[src/rtl/i2c_mra_pkg.sv]
// ============================================================================
// i2c_mra_pkg
// Shared types and constants of the I2C master register access block.
// ============================================================================
package i2c_mra_pkg;

    localparam int PH_W = 5;

    typedef enum logic [PH_W-1:0] {
        PH_IDLE            = 5'd0,
        PH_START_SETUP     = 5'd1,
        PH_START_HOLD      = 5'd2,
        PH_B0_DATA_LOW     = 5'd3,
        PH_B0_DATA_HIGH    = 5'd4,
        PH_B0_ACK_WAIT     = 5'd5,
        PH_B0_ACK_HIGH     = 5'd6,
        PH_B1_DATA_LOW     = 5'd7,
        PH_B1_DATA_HIGH    = 5'd8,
        PH_B1_ACK_WAIT     = 5'd9,
        PH_B1_ACK_HIGH     = 5'd10,
        PH_B2_DATA_LOW     = 5'd11,
        PH_B2_DATA_HIGH    = 5'd12,
        PH_B2_ACK_WAIT     = 5'd13,
        PH_B2_ACK_HIGH     = 5'd14,
        PH_B3_DATA_LOW     = 5'd15,
        PH_B3_DATA_HIGH    = 5'd16,
        PH_B3_ACK_WAIT     = 5'd17,
        PH_B3_ACK_HIGH     = 5'd18,
        PH_RESTART_RELEASE = 5'd19,
        PH_RESTART_SETUP   = 5'd20,
        PH_RESTART_HOLD    = 5'd21,
        PH_READ_LOW        = 5'd22,
        PH_READ_HIGH       = 5'd23,
        PH_NACK_LOW        = 5'd24,
        PH_NACK_HIGH       = 5'd25,
        PH_STOP_LOW        = 5'd26,
        PH_STOP_HIGH       = 5'd27,
        PH_STOP_RELEASE    = 5'd28
    } phase_t;

    typedef enum logic [1:0] {
        REQ_NONE      = 2'd0,
        REQ_CMD_WRITE = 2'd1,
        REQ_REG_WRITE = 2'd2,
        REQ_REG_READ  = 2'd3
    } req_type_t;

    typedef enum logic [1:0] {
        SUB_DATA_LOW  = 2'd0,
        SUB_DATA_HIGH = 2'd1,
        SUB_ACK_WAIT  = 2'd2,
        SUB_ACK_HIGH  = 2'd3
    } byte_sub_t;

    typedef enum logic [1:0] {
        BYTE_SLAVE    = 2'd0,
        BYTE_REGISTER = 2'd1,
        BYTE_DATA     = 2'd2,
        BYTE_READ_ADR = 2'd3
    } byte_idx_t;

    typedef enum logic {
        CFG_HALF_PERIOD = 1'b0,
        CFG_ACK_TIMEOUT = 1'b1
    } cfg_idx_t;

    localparam logic [7:0] HALF_PERIOD_RESET = 8'd5;
    localparam logic [7:0] ACK_TIMEOUT_RESET = 8'd200;
    localparam logic [3:0] BITS_PER_BYTE     = 4'd8;

    typedef struct packed {
        logic [1:0] req_type;
        logic [7:0] dev_addr;
        logic [7:0] reg_addr;
        logic [7:0] write_data;
        logic       sda_in;
    } req_beat_t;

    typedef struct packed {
        logic       scl_out;
        logic       sda_out;
        logic       busy_res;
        logic       done_res;
        logic [7:0] read_data;
        logic       ack_missing;
    } res_beat_t;

endpackage

[src/rtl/i2c_mra_req_if.sv]
// ============================================================================
// i2c_mra_req_if
// Request channel: one tick beat with the sampled SDA level and a request.
// ============================================================================
interface i2c_mra_req_if;

    logic       valid;
    logic       ready;
    logic [1:0] req_type;
    logic [7:0] dev_addr;
    logic [7:0] reg_addr;
    logic [7:0] write_data;
    logic       sda_in;

    modport source (
        output valid,
        output req_type,
        output dev_addr,
        output reg_addr,
        output write_data,
        output sda_in,
        input  ready
    );

    modport sink (
        input  valid,
        input  req_type,
        input  dev_addr,
        input  reg_addr,
        input  write_data,
        input  sda_in,
        output ready
    );

endinterface

[src/rtl/i2c_mra_res_if.sv]
// ============================================================================
// i2c_mra_res_if
// Result channel: line drives and status for one tick beat.
// ============================================================================
interface i2c_mra_res_if;

    logic       valid;
    logic       ready;
    logic       scl_out;
    logic       sda_out;
    logic       busy_res;
    logic       done_res;
    logic [7:0] read_data;
    logic       ack_missing;

    modport source (
        output valid,
        output scl_out,
        output sda_out,
        output busy_res,
        output done_res,
        output read_data,
        output ack_missing,
        input  ready
    );

    modport sink (
        input  valid,
        input  scl_out,
        input  sda_out,
        input  busy_res,
        input  done_res,
        input  read_data,
        input  ack_missing,
        output ready
    );

endinterface

[src/rtl/i2c_mra_seq.sv]
// ============================================================================
// i2c_mra_seq
// Bus phase sequencer: advances the I2C transfer by one tick per step.
// ============================================================================
module i2c_mra_seq (
    input  logic                   clk,
    input  logic                   rst_n,
    input  logic                   step,
    input  i2c_mra_pkg::req_beat_t beat,
    input  logic [7:0]             half_period_ticks,
    input  logic [7:0]             ack_timeout_ticks,
    output i2c_mra_pkg::res_beat_t res
);
    import i2c_mra_pkg::*;

    phase_t     phase_reg,    phase_next;
    logic [7:0] tick_reg,     tick_next;
    logic [3:0] bit_cnt_reg,  bit_cnt_next;
    logic [7:0] shift_reg,    shift_next;
    logic [7:0] wait_reg,     wait_next;
    logic [7:0] slave_reg,    slave_next;
    logic [7:0] register_reg, register_next;
    logic [7:0] data_reg,     data_next;
    req_type_t  op_reg,       op_next;
    logic [7:0] rx_reg,       rx_next;
    logic       err_reg,      err_next;

    logic       scl;
    logic       sda;
    logic       elapsed;
    logic [7:0] half_eff;
    logic [8:0] tick_inc;
    logic [4:0] byte_off;
    byte_idx_t  byte_k;
    byte_sub_t  byte_sub;
    logic       in_byte;
    logic [3:0] bit_cnt_inc;
    logic [7:0] rx_shift;

    assign half_eff    = (half_period_ticks == 8'd0) ? 8'd1 : half_period_ticks;
    assign tick_inc    = {1'b0, tick_reg} + 9'd1;
    assign elapsed     = tick_inc >= {1'b0, half_eff};
    assign byte_off    = phase_reg - PH_B0_DATA_LOW;
    assign byte_k      = byte_idx_t'(byte_off[3:2]);
    assign byte_sub    = byte_sub_t'(byte_off[1:0]);
    assign in_byte     = phase_reg inside {[PH_B0_DATA_LOW:PH_B3_ACK_HIGH]};
    assign bit_cnt_inc = bit_cnt_reg + 4'd1;
    assign rx_shift    = {shift_reg[6:0], beat.sda_in};

    // next state
    always_comb
    begin
        phase_next    = phase_reg;
        tick_next     = tick_reg;
        bit_cnt_next  = bit_cnt_reg;
        shift_next    = shift_reg;
        wait_next     = wait_reg;
        slave_next    = slave_reg;
        register_next = register_reg;
        data_next     = data_reg;
        op_next       = op_reg;
        rx_next       = rx_reg;
        err_next      = err_reg;

        if (in_byte)
        begin
            case (byte_sub)
                SUB_DATA_LOW:
                begin
                    tick_next = elapsed ? 8'd0 : tick_inc[7:0];
                    if (elapsed)
                    begin
                        phase_next = phase_t'(phase_reg + 5'd1);
                    end
                end
                SUB_DATA_HIGH:
                begin
                    tick_next = elapsed ? 8'd0 : tick_inc[7:0];
                    if (elapsed)
                    begin
                        shift_next = {shift_reg[6:0], 1'b0};
                        if (bit_cnt_inc >= BITS_PER_BYTE)
                        begin
                            bit_cnt_next = 4'd0;
                            wait_next    = 8'd0;
                            phase_next   = phase_t'(phase_reg + 5'd1);
                        end
                        else
                        begin
                            bit_cnt_next = bit_cnt_inc;
                            phase_next   = phase_t'(phase_reg - 5'd1);
                        end
                    end
                end
                SUB_ACK_WAIT:
                begin
                    if (!beat.sda_in)
                    begin
                        tick_next  = 8'd0;
                        phase_next = phase_t'(phase_reg + 5'd1);
                    end
                    else if (wait_reg >= ack_timeout_ticks)
                    begin
                        tick_next  = 8'd0;
                        err_next   = 1'b1;
                        phase_next = PH_STOP_LOW;
                    end
                    else
                    begin
                        wait_next = wait_reg + 8'd1;
                    end
                end
                default:
                begin
                    tick_next = elapsed ? 8'd0 : tick_inc[7:0];
                    if (elapsed)
                    begin
                        case (byte_k)
                            BYTE_SLAVE:
                            begin
                                phase_next   = PH_B1_DATA_LOW;
                                shift_next   = register_reg;
                                bit_cnt_next = 4'd0;
                            end
                            BYTE_REGISTER:
                            begin
                                if (op_reg == REQ_REG_WRITE)
                                begin
                                    phase_next   = PH_B2_DATA_LOW;
                                    shift_next   = data_reg;
                                    bit_cnt_next = 4'd0;
                                end
                                else if (op_reg == REQ_REG_READ)
                                begin
                                    phase_next = PH_RESTART_RELEASE;
                                end
                                else
                                begin
                                    phase_next = PH_STOP_LOW;
                                end
                            end
                            BYTE_DATA:
                            begin
                                phase_next = PH_STOP_LOW;
                            end
                            default:
                            begin
                                phase_next   = PH_READ_LOW;
                                bit_cnt_next = 4'd0;
                                shift_next   = 8'd0;
                            end
                        endcase
                    end
                end
            endcase
        end
        else
        begin
            case (phase_reg)
                PH_START_SETUP, PH_RESTART_RELEASE, PH_RESTART_SETUP,
                PH_READ_LOW, PH_NACK_LOW, PH_NACK_HIGH,
                PH_STOP_LOW, PH_STOP_HIGH, PH_STOP_RELEASE:
                begin
                    tick_next = elapsed ? 8'd0 : tick_inc[7:0];
                    if (elapsed)
                    begin
                        case (phase_reg)
                            PH_NACK_HIGH:    phase_next = PH_STOP_LOW;
                            PH_STOP_RELEASE: phase_next = PH_IDLE;
                            default:         phase_next = phase_t'(phase_reg + 5'd1);
                        endcase
                    end
                end
                PH_START_HOLD:
                begin
                    tick_next = elapsed ? 8'd0 : tick_inc[7:0];
                    if (elapsed)
                    begin
                        phase_next   = PH_B0_DATA_LOW;
                        shift_next   = slave_reg;
                        bit_cnt_next = 4'd0;
                    end
                end
                PH_RESTART_HOLD:
                begin
                    tick_next = elapsed ? 8'd0 : tick_inc[7:0];
                    if (elapsed)
                    begin
                        phase_next   = PH_B3_DATA_LOW;
                        shift_next   = slave_reg + 8'd1;
                        bit_cnt_next = 4'd0;
                    end
                end
                PH_READ_HIGH:
                begin
                    tick_next = elapsed ? 8'd0 : tick_inc[7:0];
                    if (elapsed)
                    begin
                        shift_next = rx_shift;
                        if (bit_cnt_inc >= BITS_PER_BYTE)
                        begin
                            bit_cnt_next = 4'd0;
                            rx_next      = rx_shift;
                            phase_next   = PH_NACK_LOW;
                        end
                        else
                        begin
                            bit_cnt_next = bit_cnt_inc;
                            phase_next   = PH_READ_LOW;
                        end
                    end
                end
                default:
                begin
                    tick_next  = 8'd0;
                    phase_next = PH_IDLE;
                    if (beat.req_type != REQ_NONE)
                    begin
                        op_next       = req_type_t'(beat.req_type);
                        slave_next    = beat.dev_addr;
                        register_next = beat.reg_addr;
                        data_next     = beat.write_data;
                        err_next      = 1'b0;
                        wait_next     = 8'd0;
                        bit_cnt_next  = 4'd0;
                        phase_next    = PH_START_SETUP;
                    end
                end
            endcase
        end
    end

    // line drives
    always_comb
    begin
        scl = 1'b1;
        sda = 1'b1;
        if (in_byte)
        begin
            case (byte_sub)
                SUB_DATA_LOW:
                begin
                    scl = 1'b0;
                    sda = shift_reg[7];
                end
                SUB_DATA_HIGH:
                begin
                    sda = shift_reg[7];
                end
                SUB_ACK_WAIT:
                begin
                    scl = 1'b0;
                end
                default:
                begin
                    scl = 1'b1;
                end
            endcase
        end
        else
        begin
            case (phase_reg)
                PH_START_HOLD, PH_RESTART_HOLD, PH_STOP_HIGH:
                begin
                    sda = 1'b0;
                end
                PH_RESTART_RELEASE, PH_READ_LOW, PH_NACK_LOW:
                begin
                    scl = 1'b0;
                end
                PH_STOP_LOW:
                begin
                    scl = 1'b0;
                    sda = 1'b0;
                end
                default:
                begin
                    scl = 1'b1;
                end
            endcase
        end
    end

    assign res.scl_out     = scl;
    assign res.sda_out     = sda;
    assign res.busy_res    = phase_next != PH_IDLE;
    assign res.done_res    = (phase_reg == PH_STOP_RELEASE) && elapsed;
    assign res.read_data   = rx_next;
    assign res.ack_missing = err_next;

    always_ff @(posedge clk or negedge rst_n)
    begin
        if (!rst_n)
        begin
            phase_reg    <= PH_IDLE;
            tick_reg     <= 8'd0;
            bit_cnt_reg  <= 4'd0;
            shift_reg    <= 8'd0;
            wait_reg     <= 8'd0;
            slave_reg    <= 8'd0;
            register_reg <= 8'd0;
            data_reg     <= 8'd0;
            op_reg       <= REQ_NONE;
            rx_reg       <= 8'd0;
            err_reg      <= 1'b0;
        end
        else if (step)
        begin
            phase_reg    <= phase_next;
            tick_reg     <= tick_next;
            bit_cnt_reg  <= bit_cnt_next;
            shift_reg    <= shift_next;
            wait_reg     <= wait_next;
            slave_reg    <= slave_next;
            register_reg <= register_next;
            data_reg     <= data_next;
            op_reg       <= op_next;
            rx_reg       <= rx_next;
            err_reg      <= err_next;
        end
    end

`ifndef ASSERT_OFF
    a_bit_cnt_range: assert property (@(posedge clk) disable iff (!rst_n)
        bit_cnt_reg < BITS_PER_BYTE)
        else $error("bit counter out of range");

    a_request_starts: assert property (@(posedge clk) disable iff (!rst_n)
        step && (phase_reg == PH_IDLE) && (beat.req_type != REQ_NONE)
        |=> phase_reg == PH_START_SETUP)
        else $error("accepted request did not start a transfer");

    a_done_ends: assert property (@(posedge clk) disable iff (!rst_n)
        step && res.done_res |=> phase_reg == PH_IDLE)
        else $error("transfer done but sequencer not idle");
`endif

endmodule

[src/rtl/i2c_master_register_access.sv]
// ============================================================================
// i2c_master_register_access
// Bit-level I2C master for command writes, register writes and register reads.
// ============================================================================
// Each request beat is one bus tick and yields exactly one result beat with
// the SCL/SDA drives for that tick and the transfer status. One beat is taken
// every clock cycle; the result appears in the cycle after acceptance in an
// output register, and a new tick is accepted in the same cycle that the
// previous result is taken, while a stalled result holds off the input. The
// per-tick phase sequencer and its one-tick state update set that rate.
// User writes timing registers via the cfg port only while idle; not enforced.
module i2c_master_register_access (
    input  logic             clk,
    input  logic             rst_n,
    i2c_mra_req_if.sink      req,
    i2c_mra_res_if.source    res,
    input  logic             cfg_we,
    input  logic             cfg_index,
    input  logic [7:0]       cfg_data
);
    import i2c_mra_pkg::*;

    logic [7:0] half_period_reg;
    logic [7:0] ack_timeout_reg;
    logic       out_valid_reg;
    res_beat_t  out_reg;
    req_beat_t  in_beat;
    res_beat_t  seq_res;
    logic       accept;

    assign req.ready = !out_valid_reg || res.ready;
    assign accept    = req.valid && req.ready;

    assign in_beat.req_type   = req.req_type;
    assign in_beat.dev_addr   = req.dev_addr;
    assign in_beat.reg_addr   = req.reg_addr;
    assign in_beat.write_data = req.write_data;
    assign in_beat.sda_in     = req.sda_in;

    i2c_mra_seq u_seq (
        .clk               (clk),
        .rst_n             (rst_n),
        .step              (accept),
        .beat              (in_beat),
        .half_period_ticks (half_period_reg),
        .ack_timeout_ticks (ack_timeout_reg),
        .res               (seq_res)
    );

    // config registers
    always_ff @(posedge clk or negedge rst_n)
    begin
        if (!rst_n)
        begin
            half_period_reg <= HALF_PERIOD_RESET;
            ack_timeout_reg <= ACK_TIMEOUT_RESET;
        end
        else if (cfg_we)
        begin
            case (cfg_idx_t'(cfg_index))
                CFG_HALF_PERIOD: half_period_reg <= cfg_data;
                CFG_ACK_TIMEOUT: ack_timeout_reg <= cfg_data;
                default:         half_period_reg <= half_period_reg;
            endcase
        end
    end

    // result beat register
    always_ff @(posedge clk or negedge rst_n)
    begin
        if (!rst_n)
        begin
            out_valid_reg <= 1'b0;
        end
        else if (accept)
        begin
            out_valid_reg <= 1'b1;
        end
        else if (res.ready)
        begin
            out_valid_reg <= 1'b0;
        end
    end

    always_ff @(posedge clk)
    begin
        if (accept)
        begin
            out_reg <= seq_res;
        end
    end

    assign res.valid       = out_valid_reg;
    assign res.scl_out     = out_reg.scl_out;
    assign res.sda_out     = out_reg.sda_out;
    assign res.busy_res    = out_reg.busy_res;
    assign res.done_res    = out_reg.done_res;
    assign res.read_data   = out_reg.read_data;
    assign res.ack_missing = out_reg.ack_missing;

`ifndef ASSERT_OFF
    a_done_not_busy: assert property (@(posedge clk) disable iff (!rst_n)
        res.valid && res.done_res |-> !res.busy_res)
        else $error("done beat reports busy");

    a_stall_holds: assert property (@(posedge clk) disable iff (!rst_n)
        res.valid && !res.ready |=> res.valid && $stable(out_reg))
        else $error("stalled result beat changed");

    a_one_per_beat: assert property (@(posedge clk) disable iff (!rst_n)
        accept |=> out_valid_reg)
        else $error("accepted tick produced no result beat");
`endif

endmodule
[src/flat_wrapper.sv]
// flat-port wrapper written by rule: the top's interface ports become plain ports
module i2c_master_register_access_flat import i2c_mra_pkg::*;
  (clk, rst_n, cfg_we, cfg_index, cfg_data, req_valid, req_req_type, req_dev_addr, req_reg_addr, req_write_data, req_sda_in, req_ready, res_valid, res_scl_out, res_sda_out, res_busy_res, res_done_res, res_read_data, res_ack_missing, res_ready);
  i2c_mra_req_if req_i ();
  i2c_mra_res_if res_i ();
  input  logic clk;
  input  logic rst_n;
  input  logic cfg_we;
  input  logic cfg_index;
  input  logic [7:0] cfg_data;
  input wire logic [$bits(req_i.valid)-1:0] req_valid;
  input wire logic [$bits(req_i.req_type)-1:0] req_req_type;
  input wire logic [$bits(req_i.dev_addr)-1:0] req_dev_addr;
  input wire logic [$bits(req_i.reg_addr)-1:0] req_reg_addr;
  input wire logic [$bits(req_i.write_data)-1:0] req_write_data;
  input wire logic [$bits(req_i.sda_in)-1:0] req_sda_in;
  output wire logic [$bits(req_i.ready)-1:0] req_ready;
  output wire logic [$bits(res_i.valid)-1:0] res_valid;
  output wire logic [$bits(res_i.scl_out)-1:0] res_scl_out;
  output wire logic [$bits(res_i.sda_out)-1:0] res_sda_out;
  output wire logic [$bits(res_i.busy_res)-1:0] res_busy_res;
  output wire logic [$bits(res_i.done_res)-1:0] res_done_res;
  output wire logic [$bits(res_i.read_data)-1:0] res_read_data;
  output wire logic [$bits(res_i.ack_missing)-1:0] res_ack_missing;
  input wire logic [$bits(res_i.ready)-1:0] res_ready;
  assign req_i.valid = req_valid;
  assign req_i.req_type = req_req_type;
  assign req_i.dev_addr = req_dev_addr;
  assign req_i.reg_addr = req_reg_addr;
  assign req_i.write_data = req_write_data;
  assign req_i.sda_in = req_sda_in;
  assign req_ready = req_i.ready;
  assign res_valid = res_i.valid;
  assign res_scl_out = res_i.scl_out;
  assign res_sda_out = res_i.sda_out;
  assign res_busy_res = res_i.busy_res;
  assign res_done_res = res_i.done_res;
  assign res_read_data = res_i.read_data;
  assign res_ack_missing = res_i.ack_missing;
  assign res_i.ready = res_ready;
  i2c_master_register_access u_core (.clk(clk), .rst_n(rst_n), .req(req_i), .res(res_i), .cfg_we(cfg_we), .cfg_index(cfg_index), .cfg_data(cfg_data));
endmodule
[config.mk]
export PLATFORM = sky130hd
export DESIGN_NAME = i2c_master_register_access_flat
export DESIGN_NICKNAME = d
export VERILOG_FILES = /design/src/rtl/i2c_mra_pkg.sv /design/src/rtl/i2c_mra_req_if.sv /design/src/rtl/i2c_mra_res_if.sv /design/src/rtl/i2c_mra_seq.sv /design/src/rtl/i2c_master_register_access.sv /design/src/flat_wrapper.sv
export SDC_FILE = /design/constraint.sdc
export NUM_CORES = 1
export LEC_CHECK = 0
export BUFFER_PORTS_ARGS = -buffer_cell sky130_fd_sc_hd__buf_2
export CORE_ASPECT_RATIO = 1.75
export CORE_MARGIN = 5
export CORE_UTILIZATION = 50
export DETAILED_ROUTE_END_ITERATION = 10
export PLACE_DENSITY = 0.74
export SYNTH_ARGS = -nofsm -noshare
export SYNTH_HDL_FRONTEND = slang
export SYNTH_SLANG_ARGS = --single-unit
[constraint.sdc]
create_clock -name clk -period 4.1 [get_ports clk]
set_clock_uncertainty 0.05 [all_clocks]
set_input_delay 0.41 -clock clk [delete_from_list [all_inputs] [get_ports clk]]
set_output_delay 0.41 -clock clk [all_outputs]
set_load 0.05 [all_outputs]
==> out/metrics.yaml <==
status:
  outcome: "finished clean"
detailed_routing:
  drtIter0Drc: 460
  post_drt_wl_per_cell_um: 20.49
  drt_pass1_iterations: 5
  viasPerCell: 6.220
  drc: 0
  drt_wl_total_um: 17520
  routed-via-count: 5318
  ant_nets: 0
synthesis:
  synth_area_um2: 6187
  synth_top_family_by_area: "compound AO/OA/AOI/OAI gates"
  synth-edff-count: 13
  synth-simple-area-share: 0.1624
  post_synth_inst_count: 636
  synth_cell_types: 80
  syn_nets: 710
  yosys_warnings: 0
  synthMuxAreaShare: 0.09808
  ys_seq_area_frac: 0.4079
  synth-xor-area-share: 0.02831
  ys_ff_latch: 98
  synthArstFlopShare: 0.8673
  synth_area_per_cell_um2: 9.728
  synthAdderAreaFrac: 0.06673
  synth_compound_area_frac: 0.1901
  synth_flop_cell: "dfrtp_1"
place:
  hpwl_um: 13020
  gp_congestion: 0.9819
  port_buffers: 55
  placed_cells: 839
sta:
  hold_ws_ns: 0.02382
  setup_viol: 0
  fin_crit_ns: 3.700
  worst_pin_slew_ns: 0.7794
  fmax_ghz: 0.2703
  slew_viol_final: 0
  fin_tns_setup_ns: 0
  rsz0062_at_grt: "false"
  slew_headroom: 0.4793
  hold_violations: 0
  timing.final.crit_share: 0.9025
cts:
  clock-root-buffer: "clkbuf_16"
  clk_latency_ns: 0.35
  cts-resized-gates: 0
  tritoncts: "built"
  htreeDepth: 3
  cts_sinks: 98
  cts.path.max_buffers: 2
  ctsHoldBuffers: 0
  post-cts-setup-buffer-count: 0
  clk_pin_slew_worst_paths_ns: 0.07
  cts_buffers: 9
pwr:
  leakage_uw: 0.003060
  p_per_area_nw_per_um2: 733.8
  finalPower_uw: 5080
  max-vdd-ir-drop_v: 0.0004072
floorplanning:
  die_x_um: 94.09
  row_count: 53
  pin_count: 56
  die_h_um: 157.2
  start_util: 0.5126
  fp.coreArea_um2: 12070
  dieArea_um2: 14790
global_routing:
  grt_antenna_before_repair: 0
  grt_pass1_vias: 5483
  overflow: 0
  grt_max_degree: 49
  grt_pass1_wl_um: 28230
  grt_usage: 0.2476
critical_path:
  end_kind: "register"
  worst_ep_arrival_time_ns: 3.75
  start_kind: "register"
  cp_slowest_cell: "dfrtp_1"
  cpPeakStageDelay_ns: 0.43
  path_cells: "ha_1 -> and4_1 -> nand2_1 -> xnor2_1 -> ha_1 -> and3_1 -> o21ai_0 -> o311ai_2 -> inv_2 -> ha_1 -> inv_1 -> a22oi_1 -> nand2_1 -> nand2_1 -> a21oi_1 -> a32oi_1 -> nand3_1"
  crit_type: "register to register"
  cp.required_ns: 4.15
  path_max_fanout: 14
layout:
  finalNonFillerCells: 855
  drive_gt1_frac: 0.2275
  n_antenna_cell: 0
  syn_to_final_growth_pct: 11.89
  layout.nets: 759
flow_run:
  drv_cap: 0
min_path:
  hold_class: "input port to async pin"
## per-stage QoR
stage                     setup WS [ns]    util  instance area (µm²)
final                            0.3999  0.5736                 6923
after global routing            0.07568  0.5736                 6923
after CTS                        0.4888  0.5736                 6923
after detailed placement         0.4766  0.5498                 6635
after global placement           0.6064  0.5498                 6635
after floorplan                  0.6643       -                 6187
## logic make-up (layout without fill, tap and decap cells)
kind of cell,after synthesis,in the layout
AOI/OAI and AO/OA,170,170
xor gates and xnor gates,20,20
DFF,98,98
and+or+nand+nor,202,202
buffers and inverters,65,119
muxes,48,48
adders and majority gates,33,33
## worst max-delay path, delay by kind of cell, from the launching register on
kind / cells / cell delay, ns
AOI/OAI and AO/OA: 5 / 0.91
adders and majority gates: 3 / 0.82
and+or+nand+nor: 6 / 0.77
DFF: 1 / 0.43
buffers and inverters: 2 / 0.31
xor gates and xnor gates: 1 / 0.15
## area by class of cell
| type | instances | area [µm²] |
|---|---|---|
| Inverter | 29 | 108.9 |
| Clock inverter | 6 | 37.54 |
| Multi-Input combinational cell | 473 | 3376 |
| Tap cell | 165 | 206.4 |
| Sequential cell | 98 | 2524 |
| Timing Repair Buffer | 74 | 420.4 |
| Clock buffer | 10 | 250.2 |
| Fill cell | 1085 | 5146 |
## routing by layer
layer / GRT usage / share of wire / vias up
li1: - / - / 2426
met1: 0.2702 / 0.36 / 2580
met2: 0.4395 / 0.53 / 245
met3: 0.03443 / 0.046 / 67
met4: 0.1632 / 0.061 / 0
met5: 0 / 0 / -
## power by group
| part | internal (µW) | leakage (µW) | switching (µW) |
|---|---|---|---|
| Combinational | 1040 | 0.00176 | 1610 |
| Clock | 448 | 0.000144 | 384 |
| Sequential | 1300 | 0.00116 | 297 |
## Yosys cell counts, drive strengths merged, types with 3 or more instances
master | instances | area [µm²]
a211o | 3 | 26.28
a211oi | 4 | 47.54
edfxtp | 13 | 390.4
xnor2 | 11 | 96.34
nand2b | 8 | 50.05
o21ai | 43 | 215.2
or4 | 3 | 22.52
nand3 | 18 | 90.09
or3 | 5 | 31.28
o31ai | 5 | 42.54
ha | 33 | 412.9
mux2i | 4 | 40.04
a21o | 3 | 22.52
a22oi | 6 | 45.04
o211ai | 4 | 30.03
clkbuf | 20 | 75.07
a31oi | 8 | 50.05
buf | 16 | 103.9
a221o | 3 | 30.03
dfstp | 5 | 131.4
o22ai | 8 | 50.05
nor4 | 6 | 37.54
nand2 | 50 | 190.2
and3 | 10 | 62.56
inv | 28 | 105.1
a21oi | 45 | 240.2
dfrtp | 80 | 2002
nand4 | 10 | 68.81
mux2 | 44 | 566.8
a22o | 8 | 70.07
o311ai | 5 | 51.31
nor2b | 5 | 31.28
a21boi | 3 | 22.52
xor2 | 9 | 78.83
nor2 | 66 | 264.0
nor3 | 12 | 87.58
## path summary, 6_finish.rpt
kind	start	end	slack (ns)	cells after the start
max	u_core.u_seq.tick_reg[0]$_DFFE_PN0P_	u_core.res.busy_res$_DFFE_PP_	0.40	17
min	rst_n	u_core.u_seq.rx_reg[5]$_DFFE_PN0P_	0.02	1
max reg2reg	u_core.u_seq.tick_reg[0]$_DFFE_PN0P_	u_core.res.busy_res$_DFFE_PP_	0.40	17
min reg2reg	u_core.u_seq.err_reg$_DFFE_PN0P_	u_core.u_seq.err_reg$_DFFE_PN0P_	0.44	2
max in group asynchronous	rst_n	u_core.u_seq.op_reg[0]$_DFFE_PN0P_	3.03	2
min in group clk	req_dev_addr[5]	u_core.u_seq.slave_reg[5]$_DFFE_PN0P_	0.23	2
## cells in the final DEF (no fill, tap or decap), drive strengths merged, types with 18 or more instances in the layout
cell type	n
a21oi	45
nand2	50
mux2	44
ha	33
nor2	66
o21ai	43
buf	74
inv	30
dfrtp	80
nand3	18
Power figures use the tool's default switching activity.
